<file path="config.mk">
export PLATFORM = sky130hd
export DESIGN_NAME = adc_channel_block_mean_removal
export DESIGN_NICKNAME = d
export VERILOG_FILES = /design/src/acbmr_pkg.sv /design/src/acbmr_ram.sv /design/src/acbmr_divider.sv /design/src/adc_channel_block_mean_removal.sv
export SDC_FILE = /design/constraint.sdc
export NUM_CORES = 2
export LEC_CHECK = 0
export BUFFER_PORTS_ARGS = -buffer_cell sky130_fd_sc_hd__clkbuf_2
export CORE_UTILIZATION = 55
export CTS_BUF_LIST = sky130_fd_sc_hd__clkbuf_4
export CTS_CLUSTER_DIAMETER = 150
export CTS_CLUSTER_SIZE = 8
export DETAILED_ROUTE_END_ITERATION = 6
export PLACE_DENSITY = 0.77
export RECOVER_POWER = 25
export SKIP_CTS_REPAIR_TIMING = 1
export SLEW_MARGIN = 15
export SYNTH_ARGS = -nofsm -noshare
export SYNTH_HDL_FRONTEND = slang
export SYNTH_SLANG_ARGS = --single-unit
export TNS_END_PERCENT = 50
</file>
<file path="constraint.sdc">
create_clock -name clock -period 8.9 [get_ports clock]
set_input_delay 2.67 -clock clock [delete_from_list [all_inputs] [get_ports clock]]
set_output_delay 2.67 -clock clock [all_outputs]
set_load 0.05 [all_outputs]
</file>
<file path="src/acbmr_pkg.sv">
// ----------------------------------------------------------------------------
// acbmr_pkg
// Shared constants for the per-channel mean removal block: field widths,
// slot map, register indexes and saturation limits.
// ----------------------------------------------------------------------------
package acbmr_pkg;

   localparam int CHANNELS_PER_CHIP = 8;
   localparam int CHIP_COUNT        = 2;
   localparam int SLOT_COUNT        = CHANNELS_PER_CHIP * CHIP_COUNT;
   localparam int SLOT_W            = $clog2(SLOT_COUNT);

   localparam int CHIP_W    = 1;
   localparam int CHANNEL_W = 3;
   localparam int SAMPLE_W  = 24;
   localparam int SUM_W     = 32;
   localparam int COUNT_W   = 7;
   localparam int SCALE_W   = 20;
   localparam int FRAC_W    = 16;
   localparam int SCALED_W  = 29;
   localparam int MEAN_W    = 24;

   localparam int DIFF_W     = SAMPLE_W + 1;
   localparam int PRODUCT_W  = DIFF_W + SCALE_W + 1;
   localparam int SHIFTED_W  = PRODUCT_W - FRAC_W;
   localparam int ENTRY_W    = SUM_W + COUNT_W;
   localparam int STEP_W     = $clog2(SUM_W);

   localparam int REQ_USER_W = CHIP_W + CHANNEL_W;
   localparam int REQ_DATA_W = ((SAMPLE_W + 7) / 8) * 8;
   localparam int RSP_DATA_W = ((SCALED_W + MEAN_W + 7) / 8) * 8;

   localparam int CSR_INDEX_W = 2;
   localparam int CSR_DATA_W  = SCALE_W;

   localparam logic [CSR_INDEX_W-1:0] REG_BLOCK_LENGTH = 2'd0;
   localparam logic [CSR_INDEX_W-1:0] REG_SCALE_FACTOR = 2'd1;
   localparam logic [CSR_INDEX_W-1:0] REG_SUB_CHIP0    = 2'd2;
   localparam logic [CSR_INDEX_W-1:0] REG_SUB_CHIP1    = 2'd3;

   localparam logic [COUNT_W-1:0] BLOCK_LENGTH_RESET = COUNT_W'(100);
   localparam logic [SCALE_W-1:0] SCALE_FACTOR_RESET = SCALE_W'(65536);

   localparam logic signed [SHIFTED_W-1:0] SAT_HI = SHIFTED_W'(2**(SCALED_W-1) - 1);
   localparam logic signed [SHIFTED_W-1:0] SAT_LO = SHIFTED_W'(-(2**(SCALED_W-1)));
   localparam logic [PRODUCT_W-1:0] ROUND_BIAS = PRODUCT_W'(2**FRAC_W - 1);

endpackage

</file>
<file path="src/acbmr_ram.sv">
// ----------------------------------------------------------------------------
// acbmr_ram
// Generic single-write, single-read synchronous RAM with registered read.
// ----------------------------------------------------------------------------
module acbmr_ram #(
   parameter int WIDTH = 8,
   parameter int DEPTH = 16
) (
   input  logic                     clock,
   input  logic                     wr_en,
   input  logic [$clog2(DEPTH)-1:0] wr_addr,
   input  logic [WIDTH-1:0]         wr_data,
   input  logic                     rd_en,
   input  logic [$clog2(DEPTH)-1:0] rd_addr,
   output logic [WIDTH-1:0]         rd_data
);

   logic [WIDTH-1:0] mem [DEPTH];
   logic [WIDTH-1:0] rd_data_ff;

   always_ff @(posedge clock) begin
      if (wr_en) begin
         mem[wr_addr] <= wr_data;
      end
      if (rd_en) begin
         rd_data_ff <= mem[rd_addr];
      end
   end

   assign rd_data = rd_data_ff;

endmodule

</file>
<file path="src/acbmr_divider.sv">
// ----------------------------------------------------------------------------
// acbmr_divider
// Radix-2 restoring divider: signed sum over unsigned count, quotient
// truncated toward zero, one quotient bit per cycle.
// ----------------------------------------------------------------------------
module acbmr_divider (
   input  logic                              clock,
   input  logic                              reset,
   input  logic                              start,
   input  logic signed [acbmr_pkg::SUM_W-1:0] dividend,
   input  logic [acbmr_pkg::COUNT_W-1:0]     divisor,
   output logic                              done,
   output logic signed [acbmr_pkg::SUM_W-1:0] quotient
);

   localparam logic [acbmr_pkg::STEP_W-1:0] LAST_STEP =
      acbmr_pkg::STEP_W'(acbmr_pkg::SUM_W - 1);

   logic                               busy_ff, busy_in;
   logic                               done_ff, done_in;
   logic [acbmr_pkg::STEP_W-1:0]       step_ff, step_in;
   logic [acbmr_pkg::SUM_W-1:0]        quo_ff, quo_in;
   logic [acbmr_pkg::COUNT_W-1:0]      rem_ff, rem_in;
   logic [acbmr_pkg::COUNT_W-1:0]      div_ff, div_in;
   logic                               neg_ff, neg_in;
   logic [acbmr_pkg::COUNT_W:0]        trial;
   logic                               fits;

   assign trial = {rem_ff, quo_ff[acbmr_pkg::SUM_W-1]};
   assign fits  = trial >= {1'b0, div_ff};

   always_comb begin
      busy_in = busy_ff;
      done_in = 1'b0;
      step_in = step_ff;
      quo_in  = quo_ff;
      rem_in  = rem_ff;
      div_in  = div_ff;
      neg_in  = neg_ff;
      if (start) begin
         busy_in = 1'b1;
         step_in = '0;
         rem_in  = '0;
         div_in  = divisor;
         neg_in  = dividend[acbmr_pkg::SUM_W-1];
         // magnitude of the most negative sum still fits unsigned
         quo_in  = dividend[acbmr_pkg::SUM_W-1] ? -dividend : dividend;
      end else if (busy_ff) begin
         if (fits) begin
            rem_in = acbmr_pkg::COUNT_W'(trial - {1'b0, div_ff});
         end else begin
            rem_in = trial[acbmr_pkg::COUNT_W-1:0];
         end
         quo_in  = {quo_ff[acbmr_pkg::SUM_W-2:0], fits};
         step_in = step_ff + 1'b1;
         if (step_ff == LAST_STEP) begin
            busy_in = 1'b0;
            done_in = 1'b1;
         end
      end
   end

   always_ff @(posedge clock) begin
      if (reset) begin
         busy_ff <= 1'b0;
         done_ff <= 1'b0;
      end else begin
         busy_ff <= busy_in;
         done_ff <= done_in;
      end
      step_ff <= step_in;
      quo_ff  <= quo_in;
      rem_ff  <= rem_in;
      div_ff  <= div_in;
      neg_ff  <= neg_in;
   end

   assign done     = done_ff;
   assign quotient = neg_ff ? -$signed(quo_ff) : $signed(quo_ff);

endmodule

</file>
<file path="src/adc_channel_block_mean_removal.sv">
// ----------------------------------------------------------------------------
// adc_channel_block_mean_removal
// Per-channel running mean over blocks of samples, optional mean removal
// and Q16 scaling with saturation.
// ----------------------------------------------------------------------------
// Flow: one item is in flight at a time; req_tready is high only while idle,
// and each item waits on the 32-step serial divider that forms the running
// mean before it is scaled and loaded into the output register.
// Reset: registers take their defaults and the per-slot valid bits clear,
// so every sum and count reads as zero; no clearing pass is needed.
// ----------------------------------------------------------------------------
module adc_channel_block_mean_removal (
   input  logic                                 clock,
   input  logic                                 reset,
   input  logic                                 req_tvalid,
   output logic                                 req_tready,
   input  logic [acbmr_pkg::REQ_DATA_W-1:0]     req_tdata,  // raw_sample
   input  logic [acbmr_pkg::REQ_USER_W-1:0]     req_tuser,  // chip, channel
   output logic                                 rsp_tvalid,
   input  logic                                 rsp_tready,
   output logic [acbmr_pkg::RSP_DATA_W-1:0]     rsp_tdata,  // scaled_value, running_mean
   output logic                                 rsp_tlast,  // block_end
   input  logic                                 csr_wr_en,
   input  logic [acbmr_pkg::CSR_INDEX_W-1:0]    csr_index,
   input  logic [acbmr_pkg::CSR_DATA_W-1:0]     csr_wr_data
);

   localparam logic [2:0] ST_IDLE  = 3'd0;
   localparam logic [2:0] ST_READ  = 3'd1;
   localparam logic [2:0] ST_DIV   = 3'd2;
   localparam logic [2:0] ST_MUL   = 3'd3;
   localparam logic [2:0] ST_SCALE = 3'd4;

   logic [2:0] state_ff, state_in;

   // configuration
   logic [acbmr_pkg::COUNT_W-1:0] block_length_ff, block_length_in;
   logic [acbmr_pkg::SCALE_W-1:0] scale_ff, scale_in;
   logic                          sub0_ff, sub0_in;
   logic                          sub1_ff, sub1_in;

   // item context
   logic [acbmr_pkg::SAMPLE_W-1:0] sample_ff, sample_in;
   logic [acbmr_pkg::CHIP_W-1:0]   chip_ff, chip_in;
   logic [acbmr_pkg::SLOT_W-1:0]   slot_ff, slot_in;
   logic                           unmapped_ff, unmapped_in;
   logic [acbmr_pkg::COUNT_W-1:0]  count_ff, count_in;
   logic                           end_ff, end_in;
   logic signed [acbmr_pkg::MEAN_W-1:0]    mean_ff, mean_in;
   logic signed [acbmr_pkg::PRODUCT_W-1:0] product_ff, product_in;

   logic [acbmr_pkg::SLOT_COUNT-1:0] valid_ff, valid_in;

   logic                           rsp_tvalid_ff, rsp_tvalid_in;
   logic [acbmr_pkg::RSP_DATA_W-1:0] rsp_tdata_ff, rsp_tdata_in;
   logic                           rsp_tlast_ff, rsp_tlast_in;

   // input decode
   logic [acbmr_pkg::CHIP_W-1:0]    req_chip;
   logic [acbmr_pkg::CHANNEL_W-1:0] req_channel;
   logic                            req_accept;

   // memory
   logic                            ram_wr_en;
   logic [acbmr_pkg::ENTRY_W-1:0]   ram_wr_data;
   logic [acbmr_pkg::ENTRY_W-1:0]   ram_rd_data;
   logic [acbmr_pkg::ENTRY_W-1:0]   entry;
   logic [acbmr_pkg::SUM_W-1:0]     new_sum;
   logic [acbmr_pkg::COUNT_W-1:0]   new_count;
   logic                            block_done;

   // divider
   logic                                div_start;
   logic                                div_done;
   logic signed [acbmr_pkg::SUM_W-1:0]  div_quotient;

   // scaling
   logic signed [acbmr_pkg::DIFF_W-1:0]     diff;
   logic signed [acbmr_pkg::SCALE_W:0]      scale_ext;
   logic                                    subtract;
   logic signed [acbmr_pkg::PRODUCT_W-1:0]  biased;
   logic signed [acbmr_pkg::SHIFTED_W-1:0]  shifted;
   logic signed [acbmr_pkg::SCALED_W-1:0]   scaled;
   logic                                    out_free;

   assign req_chip    = req_tuser[acbmr_pkg::CHIP_W-1:0];
   assign req_channel = req_tuser[acbmr_pkg::REQ_USER_W-1:acbmr_pkg::CHIP_W];
   assign req_tready  = (state_ff == ST_IDLE);
   assign req_accept  = req_tvalid && req_tready;
   assign out_free    = !rsp_tvalid_ff || rsp_tready;

   // entries never written since reset read as zero
   assign entry      = valid_ff[slot_ff] ? ram_rd_data : '0;
   assign new_sum    = entry[acbmr_pkg::ENTRY_W-1:acbmr_pkg::COUNT_W]
                       + {{(acbmr_pkg::SUM_W - acbmr_pkg::SAMPLE_W){sample_ff[acbmr_pkg::SAMPLE_W-1]}},
                          sample_ff};
   assign new_count  = entry[acbmr_pkg::COUNT_W-1:0] + 1'b1;
   assign block_done = (new_count >= block_length_ff) || (new_count == '0);

   assign ram_wr_en   = (state_ff == ST_READ) && !unmapped_ff;
   assign ram_wr_data = block_done ? '0 : {new_sum, new_count};
   assign div_start   = (state_ff == ST_READ);

   assign subtract  = (chip_ff == '0) ? sub0_ff : sub1_ff;
   assign diff      = subtract ? ($signed({sample_ff[acbmr_pkg::SAMPLE_W-1], sample_ff})
                                  - $signed({mean_ff[acbmr_pkg::MEAN_W-1], mean_ff}))
                               : $signed({sample_ff[acbmr_pkg::SAMPLE_W-1], sample_ff});
   assign scale_ext = $signed({1'b0, scale_ff});

   // truncate toward zero: bias negatives before the arithmetic shift
   assign biased  = product_ff + (product_ff[acbmr_pkg::PRODUCT_W-1]
                                  ? $signed(acbmr_pkg::ROUND_BIAS) : '0);
   assign shifted = biased[acbmr_pkg::PRODUCT_W-1:acbmr_pkg::FRAC_W];

   always_comb begin
      if (shifted > acbmr_pkg::SAT_HI) begin
         scaled = acbmr_pkg::SAT_HI[acbmr_pkg::SCALED_W-1:0];
      end else if (shifted < acbmr_pkg::SAT_LO) begin
         scaled = acbmr_pkg::SAT_LO[acbmr_pkg::SCALED_W-1:0];
      end else begin
         scaled = shifted[acbmr_pkg::SCALED_W-1:0];
      end
   end

   always_comb begin
      block_length_in = block_length_ff;
      scale_in        = scale_ff;
      sub0_in         = sub0_ff;
      sub1_in         = sub1_ff;
      if (csr_wr_en) begin
         case (csr_index)
            acbmr_pkg::REG_BLOCK_LENGTH: block_length_in = csr_wr_data[acbmr_pkg::COUNT_W-1:0];
            acbmr_pkg::REG_SCALE_FACTOR: scale_in        = csr_wr_data[acbmr_pkg::SCALE_W-1:0];
            acbmr_pkg::REG_SUB_CHIP0:    sub0_in         = csr_wr_data[0];
            acbmr_pkg::REG_SUB_CHIP1:    sub1_in         = csr_wr_data[0];
            default: ;
         endcase
      end
   end

   always_comb begin
      state_in      = state_ff;
      sample_in     = sample_ff;
      chip_in       = chip_ff;
      slot_in       = slot_ff;
      unmapped_in   = unmapped_ff;
      count_in      = count_ff;
      end_in        = end_ff;
      mean_in       = mean_ff;
      product_in    = product_ff;
      valid_in      = valid_ff;
      rsp_tvalid_in = rsp_tvalid_ff && !rsp_tready;
      rsp_tdata_in  = rsp_tdata_ff;
      rsp_tlast_in  = rsp_tlast_ff;
      case (state_ff)
         ST_IDLE: begin
            if (req_accept) begin
               sample_in   = req_tdata[acbmr_pkg::SAMPLE_W-1:0];
               chip_in     = req_chip;
               slot_in     = acbmr_pkg::SLOT_W'(int'(req_chip) * acbmr_pkg::CHANNELS_PER_CHIP
                                                + int'(req_channel));
               unmapped_in = (int'(req_chip) >= acbmr_pkg::CHIP_COUNT)
                             || (int'(req_channel) >= acbmr_pkg::CHANNELS_PER_CHIP);
               state_in    = ST_READ;
            end
         end
         ST_READ: begin
            count_in = new_count;
            end_in   = block_done && !unmapped_ff;
            if (!unmapped_ff) begin
               valid_in[slot_ff] = 1'b1;
            end
            state_in = ST_DIV;
         end
         ST_DIV: begin
            if (div_done) begin
               mean_in  = (count_ff == '0) ? '0 : div_quotient[acbmr_pkg::MEAN_W-1:0];
               state_in = ST_MUL;
            end
         end
         ST_MUL: begin
            product_in = diff * scale_ext;
            state_in   = ST_SCALE;
         end
         ST_SCALE: begin
            // hold until the output register is free
            if (out_free) begin
               rsp_tvalid_in = 1'b1;
               if (unmapped_ff) begin
                  rsp_tdata_in = '0;
               end else begin
                  rsp_tdata_in = acbmr_pkg::RSP_DATA_W'({mean_ff, scaled});
               end
               rsp_tlast_in = end_ff;
               state_in     = ST_IDLE;
            end
         end
         default: state_in = ST_IDLE;
      endcase
   end

   always_ff @(posedge clock) begin
      if (reset) begin
         state_ff        <= ST_IDLE;
         block_length_ff <= acbmr_pkg::BLOCK_LENGTH_RESET;
         scale_ff        <= acbmr_pkg::SCALE_FACTOR_RESET;
         sub0_ff         <= 1'b0;
         sub1_ff         <= 1'b1;
         valid_ff        <= '0;
         rsp_tvalid_ff   <= 1'b0;
      end else begin
         state_ff        <= state_in;
         block_length_ff <= block_length_in;
         scale_ff        <= scale_in;
         sub0_ff         <= sub0_in;
         sub1_ff         <= sub1_in;
         valid_ff        <= valid_in;
         rsp_tvalid_ff   <= rsp_tvalid_in;
      end
      sample_ff    <= sample_in;
      chip_ff      <= chip_in;
      slot_ff      <= slot_in;
      unmapped_ff  <= unmapped_in;
      count_ff     <= count_in;
      end_ff       <= end_in;
      mean_ff      <= mean_in;
      product_ff   <= product_in;
      rsp_tdata_ff <= rsp_tdata_in;
      rsp_tlast_ff <= rsp_tlast_in;
   end

   assign rsp_tvalid = rsp_tvalid_ff;
   assign rsp_tdata  = rsp_tdata_ff;
   assign rsp_tlast  = rsp_tlast_ff;

   acbmr_ram #(
      .WIDTH (acbmr_pkg::ENTRY_W),
      .DEPTH (acbmr_pkg::SLOT_COUNT)
   ) u_state_ram (
      .clock   (clock),
      .wr_en   (ram_wr_en),
      .wr_addr (slot_ff),
      .wr_data (ram_wr_data),
      .rd_en   (req_accept),
      .rd_addr (slot_in),
      .rd_data (ram_rd_data)
   );

   acbmr_divider u_divider (
      .clock    (clock),
      .reset    (reset),
      .start    (div_start),
      .dividend ($signed(new_sum)),
      .divisor  (new_count),
      .done     (div_done),
      .quotient (div_quotient)
   );

   a_accept_reads: assert property (@(posedge clock) disable iff (reset)
      req_accept |=> state_ff == ST_READ)
      else $error("accepted transaction did not move to the read cycle");

   a_done_in_div: assert property (@(posedge clock) disable iff (reset)
      div_done |-> state_ff == ST_DIV)
      else $error("divider finished outside the divide phase");

   a_write_mapped: assert property (@(posedge clock) disable iff (reset)
      ram_wr_en |-> (state_ff == ST_READ) && !unmapped_ff)
      else $error("state write outside the read cycle or for an unmapped tag");

   a_load_free: assert property (@(posedge clock) disable iff (reset)
      (state_ff == ST_SCALE) && !out_free |=> state_ff == ST_SCALE)
      else $error("result dropped while the output register was full");

endmodule
</file>
* Yosys cells after proc, flatten, opt, wreduce, memory -nomap -nowiden
Memory sizes are Yosys's and may differ from the RTL's. A register that Yosys moved wholly into a read port is not among the register bits.
Index checks and enable logic that the tools add are counted.
** Storage, ports and cells
- Register bits :: 257
- Memory bits (writable) :: 624
- Input port bits :: 55
- Output and inout port bits :: 59
- Word-level logic and storage cells :: 104
- Memories kept :: 1
** Memories
- u_state_ram.mem :: words 16, bits a word 39, read ports 1, clocked after Yosys merged registers in 1, wr ports 1, RTL line acbmr_ram.sv:18 : logic [WIDTH-1:0] mem [DEPTH];
** Cells by class
- Add/subtract/negate cells :: 9
- Multiply operators :: 1
- Magnitude comparators :: 6
- Eq/ne operators :: 11
- Muxes and demuxes :: 29
- Bitwise gates (word level) :: 2
- Reduce and logical (&&, ||, !) cells :: 21
** Operators with widths (number)
- $mux 32 :: 3
- $mux 39 :: 2
- $add 46x16->46 :: 1
- $mul 25x21->46 :: 1
- $add 32x32->32 :: 1
- $neg 32->32 :: 1
- $gt 30x29->1 const B :: 1
- $lt 30x29->1 const B :: 1
- $mux 29 :: 1
- $mux 25 :: 1
- $sub 24x24->25 :: 1
- $mux 24 :: 1
- $neg 24->24 :: 1
- $mux 16 :: 1
- $or 16x16->16 :: 1
- $pmux 3 s5 :: 1
- $logic_not 7->1 :: 2
- $reduce_and 2->1 :: 7
- $mux 1 :: 11
- $mux 3 :: 3
- $ge 8x7->1 :: 1
- $mux 4 :: 2
- $add 7x1->7 const B :: 1
- $ge 7x7->1 :: 1
- 25 further kinds :: 32

* Longest topological paths before layout
- Word-level depth :: 7
- Depth in mapped cells :: 40
- Depth with buffers taken out :: 38

* Hierarchy
Synthesis repeated with hierarchy kept, for this count alone.
** Unflattened totals
- Cells, all modules :: 4712
- Area, all modules :: 59407.0 µm²
** Modules (own cells, without submodules)
- adc_channel_block_mean_removal :: instances 1, cells an instance 3295, area an instance 30917.2 µm², sequential area each 5775.5 µm²
- acbmr_ram :: instances 1, cells an instance 1014, area an instance 24576.1 µm², sequential area each 19909.1 µm²
- acbmr_divider :: instances 1, cells an instance 403, area an instance 3913.8 µm², sequential area each 1481.4 µm²

* Worst setup path after synthesis
OpenSTA, ideal clock, no wires.
- Path type :: reg2reg
- From :: register sample_ff[0] (netlist name)
- To :: register product_ff[43] (netlist name), data pin
- Setup time :: 262 ps
- Data arrival time :: 8894 ps
- Data required time :: 8638 ps
- Setup slack :: -256 ps
- Stages on the path, launching flop included :: 40
- Path buffers :: 2
- Clock period less this slack :: 9156 ps
- Path through :: edfxtp_1 inv_1 ha_1 fa_1 nor2b_1 o21a_1 o21ai_0 a211o_1 a21boi_0 o21ai_0 a21boi_0 o21a_1 clkbuf_1 clkbuf_1 nand4b_1 nand4_1 fa_1 fa_1 [... 4 more ...] inv_1 fa_1 inv_1 fa_1 inv_1 fa_1 inv_1 ha_1 a21o_1 a21o_1 a21oi_1 nand2b_1 o31a_1 o31ai_1 a311o_1 a2111oi_0 o21bai_1 xor2_1
** On the way
- Cells in the longest elaborated chain, start to end :: 3
** Ends and longest elaborated chain
- start: declaration :: RTL line adc_channel_block_mean_removal.sv:43 : logic [acbmr_pkg::SAMPLE_W-1:0] sample_ff, sample_in;
- start signal: assignment :: RTL line adc_channel_block_mean_removal.sv:220 : sample_ff <= sample_in;
- $sub 24x24->25 :: RTL line adc_channel_block_mean_removal.sv:106 : - $signed({mean_ff[acbmr_pkg::MEAN_W-1], mean_ff}))
- $mux 25 (*) :: RTL line adc_channel_block_mean_removal.sv:105 : assign diff = subtract ? ($signed({sample_ff[acbmr_pkg::SAMPLE_W-1], sample_ff})
- $mul 25x21->46 (*) :: RTL line adc_channel_block_mean_removal.sv:182 : product_in = diff * scale_ext;
- end signal: assignment :: RTL line adc_channel_block_mean_removal.sv:227 : product_ff <= product_in;
- end: declaration :: RTL line adc_channel_block_mean_removal.sv:50 : logic signed [acbmr_pkg::PRODUCT_W-1:0] product_ff, product_in;
Mark *: on every way between the ends. The rest lies on a longest branch, timed or not.
A chain may end at the register's enable or synchronous reset.

* Worst setup path in the final report
- From :: register mean_ff[0] (netlist name)
- To :: register product_ff[45] (netlist name), data pin
** On the way
- Cells in the longest elaborated chain, start to end :: 3
** Ends and longest elaborated chain
- start: declaration :: RTL line adc_channel_block_mean_removal.sv:49 : logic signed [acbmr_pkg::MEAN_W-1:0] mean_ff, mean_in;
- start signal: assignment :: RTL line adc_channel_block_mean_removal.sv:226 : mean_ff <= mean_in;
- $sub 24x24->25 :: RTL line adc_channel_block_mean_removal.sv:106
- $mux 25 :: RTL line adc_channel_block_mean_removal.sv:105
- $mul 25x21->46 :: RTL line adc_channel_block_mean_removal.sv:182
Every way passes these cells.

==> metrics list <==
* Total routed wirelength: between 100000 and 150000 um
- The final hold violation count came to 0.
- Synthesized-area fraction occupied by and/or/nand/nor cells: around 18%
- Number of clock sinks seen by CTS: 920
- Switching power: 4.413 mW
- The tree is rooted in a clkbuf_4.
- The first global-routing pass estimated about 230000 um of wire.
* Count of pins over their slew limit: 0
- The library cell used most frequently in the layout, excluding fill and tap cells, is nand2_1.
* Clock tree buffer depth: 3
- First-pass detailed-route iteration total: 7
* Fraction of layout instances using a drive strength above 1: between 10 and 15%
* Synth Flop Type: edfxtp_1
* Netlist Area Pre-Place: ~60000 sq um
- Once layout is complete, the utilization of the core stands at between 60 and 70%.
- Power spread over the standard cell area amounts to around 190 nW/um^2.
- Remaining number of nets flagged by the antenna check after routing: 0
- After Yosys synthesis, full adders, half adders and majority gates account for 21.48% of the synthesized area.
- Power share of the clock group: between 10% and 20%
- Ports: ~110
- Post-synthesis mux area share: less than 1%
- After global routing the overflow that remains totals 0.
- In this run the number of cells on the critical path is 35.
* Max Clk Rate: around 110 MHz
* Cell count of the worst reg-to-reg path: 35
- Summing the areas of all compound-gate instances in the mapped netlist gives 6.976% of the synthesized area.
* Delay of the slowest critical-path stage: about 550 ps
- OpenSTA, run right after detailed placement, puts the worst setup slack at -533.6 ps.
- The number of global-route vias before repair is 43.09k.
- End of the critical path: product_ff[45]$_DFFE_PP_
* Max transition margin: 13.38%
- After layout, the worst setup slack is -70.78 ps.
* Signal arrival time at the worst endpoint: about 9800 ps
- Seq/Total Area, Yosys: ~45%
- Max_cap viols: 0
- The clock arrives with around 120 ps of skew.
- Placeable Area: roughly 110000 sq um
* Largest fanout of any net on the critical path: 4
- A synthesized cell averages roughly 11 sq um.
- In this run the worst hold path is classified as register to register.
- VDD IR max: between 100 and 150 uV
- Of the total synthesized cell area, the portion taken by XOR and XNOR cells is approximately 2.7%.
* Final-layout setup total negative slack: -159.7 ps
* Worst slew pin tran: between 1000 and 1500 ps
* Clock tree from TritonCTS: yes
- Gate count after technology mapping: about 5.6k
- EDFF count, synth: between 800 and 900
- The worst setup path is launched from a register.
* Critical path buffer and inverter count: 6
- The initial antenna violation count is 9.
- Synthesized flop and latch total: 920
* Result of the run: finished, violations left
- In this run the tool buffered the top-level ports with 110 buffer cells.
* Via count of the routed design: roughly 43k
- Clock insertion delay at the later pin of the skew report: 1110 ps
- RSZ-0062 raised after global routing: yes
- Crit path max-delay family: adder cells
- Pin count of the biggest net entering global routing: approximately 160
- Share of flip-flops with an asynchronous set or reset: 0%
- Part of the total power dissipated in combinational logic: between 30% and 40%
* Switching Share: a little over a third
* Internal power component: between 7 and 8 mW
- Yosys printed 0 warnings.
* Final setup fails: 3
- Dividing the detail-routed via count by the number of cells gives 5.836.
- CP Data Required Time: around 9700 ps
- Height of the die: between 300 and 400 um
* Site Rows: 120
- Commonest cells after routing, fill and taps aside: nand2_1 (1072), edfxtp_1 (853), inv_1 (563), fa_1 (487), nand3_1 (350)
- CTS H-tree depth: 4
- Routed wire length per instance: between 20 and 25 um
* Dominant combinational cell family by area after synthesis: adder cells
- In this run the critical register-to-register path is captured at product_ff[45]$_DFFE_PP_.
- Worst hold slack: between 300 and 400 ps
- In this run, distinct cell masters in the synthesized netlist total 88.
* Post-route fraction of the period consumed by the critical path: 100.8%
* Kind of capture point of the worst setup path: register
- Sequential cells account for 41.8% of the total power.
- The largest individual stage delay along the critical path comes from the cell fa_1.
- Reg2Reg Setup Slack: -70 ps
- The final reports fail on DRC, setup timing.
- In this run the horizontal extent of the chip is approximately 330 um.
- Clock-pin slew was measured on the worst setup and hold paths at around 110 ps.
* Area growth from synthesis to layout: 9.806%
- Cell mode on critical path: fa_1
- P_leak: 27.33 nW
* Total CTS buffers: around 130
* Reg2reg start: mean_ff[0]$_SDFFCE_PN0P_
- DP HPWL: 101400 um
- Final Wtd Congestion: 0.9342
- The final layout contains roughly 6.6k nets.
- Global routing used 26.89% of the available tracks across all layers.
- Die area: about 110000 sq um
* DRC violation count after routing: 16
* Drt first-iter violations: between 4k and 5k
- Kind of critical path: register to register
- Post-layout minimum cycle time: ~9000 ps
* Startpoint of the most critical setup path: mean_ff[0]$_SDFFCE_PN0P_
- Starting Density: 55.76%
==> sequential cells by signal, indices dropped and copies added (netlist names), 4 cells and up <==
register and count:
u_divider.step_ff 5, mean_ff 24, product_ff 46, u_divider.div_ff 7, u_divider.quo_ff 32, scale_ff 20, rsp_tdata 53, block_length_ff 7
u_state_ram.mem 624, u_divider.rem_ff 7, sample_ff 24, slot_ff 4, u_state_ram.rd_data 39, valid_ff 16
==> cell families (layout without fill, tap and decap cells) <==
group / after synthesis / count (layout)
buf+inv: 920 / 1205
xor+xnor: 183 / 183
other cells: 1 / 11
mux: 26 / 26
flops: 920 / 920
compound gates: 612 / 612
simple gates: 2239 / 2239
fa+ha+maj: 722 / 722
==> layout make-up <==
| type | instances | area, sq um |
|---|---|---|
| fill | 8384 | 41680 |
| sequential | 920 | 26960 |
| timing repair buffer | 440 | 3128 |
| inverter | 587 | 2213 |
| clock inverter | 13 | 143.9 |
| tap | 1403 | 1755 |
| antenna | 8 | 20.02 |
| multi-input combinational | 3785 | 30370 |
| clock buffer | 165 | 1239 |
==> power by group through the flow <==
stage | sequential, mW | combinational, mW | clock [mW]
after floorplan | 5.22 | 3.01 | 0
after global placement | 5.27 | 4.33 | 0
final | 5.18 | 4.84 | 2.37
after CTS | 5.17 | 4.49 | 2.43
after detailed placement | 5.27 | 4.48 | 0
after global routing | 5.19 | 5.38 | 2.59
==> Yosys cell counts (12+ instances only) <==
master	count	area (sq um)
a211oi_1	16	120.1
a21o_1	56	420.4
a21oi_1	133	665.6
a311oi_1	88	770.7
a31o_2	13	113.9
a31oi_1	53	331.6
and2_1	289	1808
and3_1	73	456.7
buf_2	16	80.08
clkbuf_1	309	1160
dfxtp_1	67	1341
edfxtp_1	853	25610
fa_1	512	10250
ha_1	210	2628
inv_1	583	2188
mux2i_1	18	180.2
nand2_1	1076	4039
nand2b_1	30	187.7
nand3_1	351	1757
nand4_1	30	187.7
nand4b_1	27	236.5
nor2_1	202	758.2
nor2b_1	26	162.7
nor3_1	46	230.2
nor3b_1	12	90.09
nor4_1	19	118.9
o211ai_1	12	90.09
o21a_1	12	90.09
o21ai_0	100	500.5
o21ai_1	35	175.2
o31ai_1	17	127.6
or3_1	12	75.07
or4_1	17	127.6
xnor2_1	110	963.4
xor2_1	71	621.9
==> worst register-to-register path: cells and delay by family (launching register included) <==
family	cells	cell delay, ps
adder cells (fa/ha/maj)	10	4290
flip-flops	1	450
AO/OA/AOI/OAI	12	2650
AND/OR/NAND/NOR	6	850
XOR/XNOR	1	80
buffers and inverters	6	450
==> worst min path at each step <==
stage / from / to / slack, ps / depth (start not counted)
after floorplan: end_ff$_DFFE_PP_ / rsp_tlast$_DFFE_PP_ / 400 / 0
final: mean_ff[13]$_SDFFCE_PN0P_ / rsp_tdata[42]$_DFFE_PP_ / 370 / 0
after global routing: mean_ff[13]$_SDFFCE_PN0P_ / rsp_tdata[42]$_DFFE_PP_ / 410 / 0
after detailed placement: end_ff$_DFFE_PP_ / rsp_tlast$_DFFE_PP_ / 410 / 0
after CTS: mean_ff[13]$_SDFFCE_PN0P_ / rsp_tdata[42]$_DFFE_PP_ / 370 / 0
after global placement: end_ff$_DFFE_PP_ / rsp_tlast$_DFFE_PP_ / 400 / 0
==> per-stage QoR <==
step	area (sq um)	instances	total power [mW]
finish	65820	7321	12.39
detailed placement	63640	7118	9.751
CTS	65020	7296	12.10
global route	65820	7319	13.16
global placement	63640	7118	9.594
floorplan	59960	5625	8.230
==> routing by layer <==
layer  vias up  share of wire (%)  global-route usage [%]
li1      19440                  -                       -
met1     21130                 39                   34.54
met2      1860                 49                   45.78
met3       306                8.9                   4.793
met4         0                2.9                   9.545
met5         -                  0                       0
No activity file was read; power rests on OpenSTA's default activity.
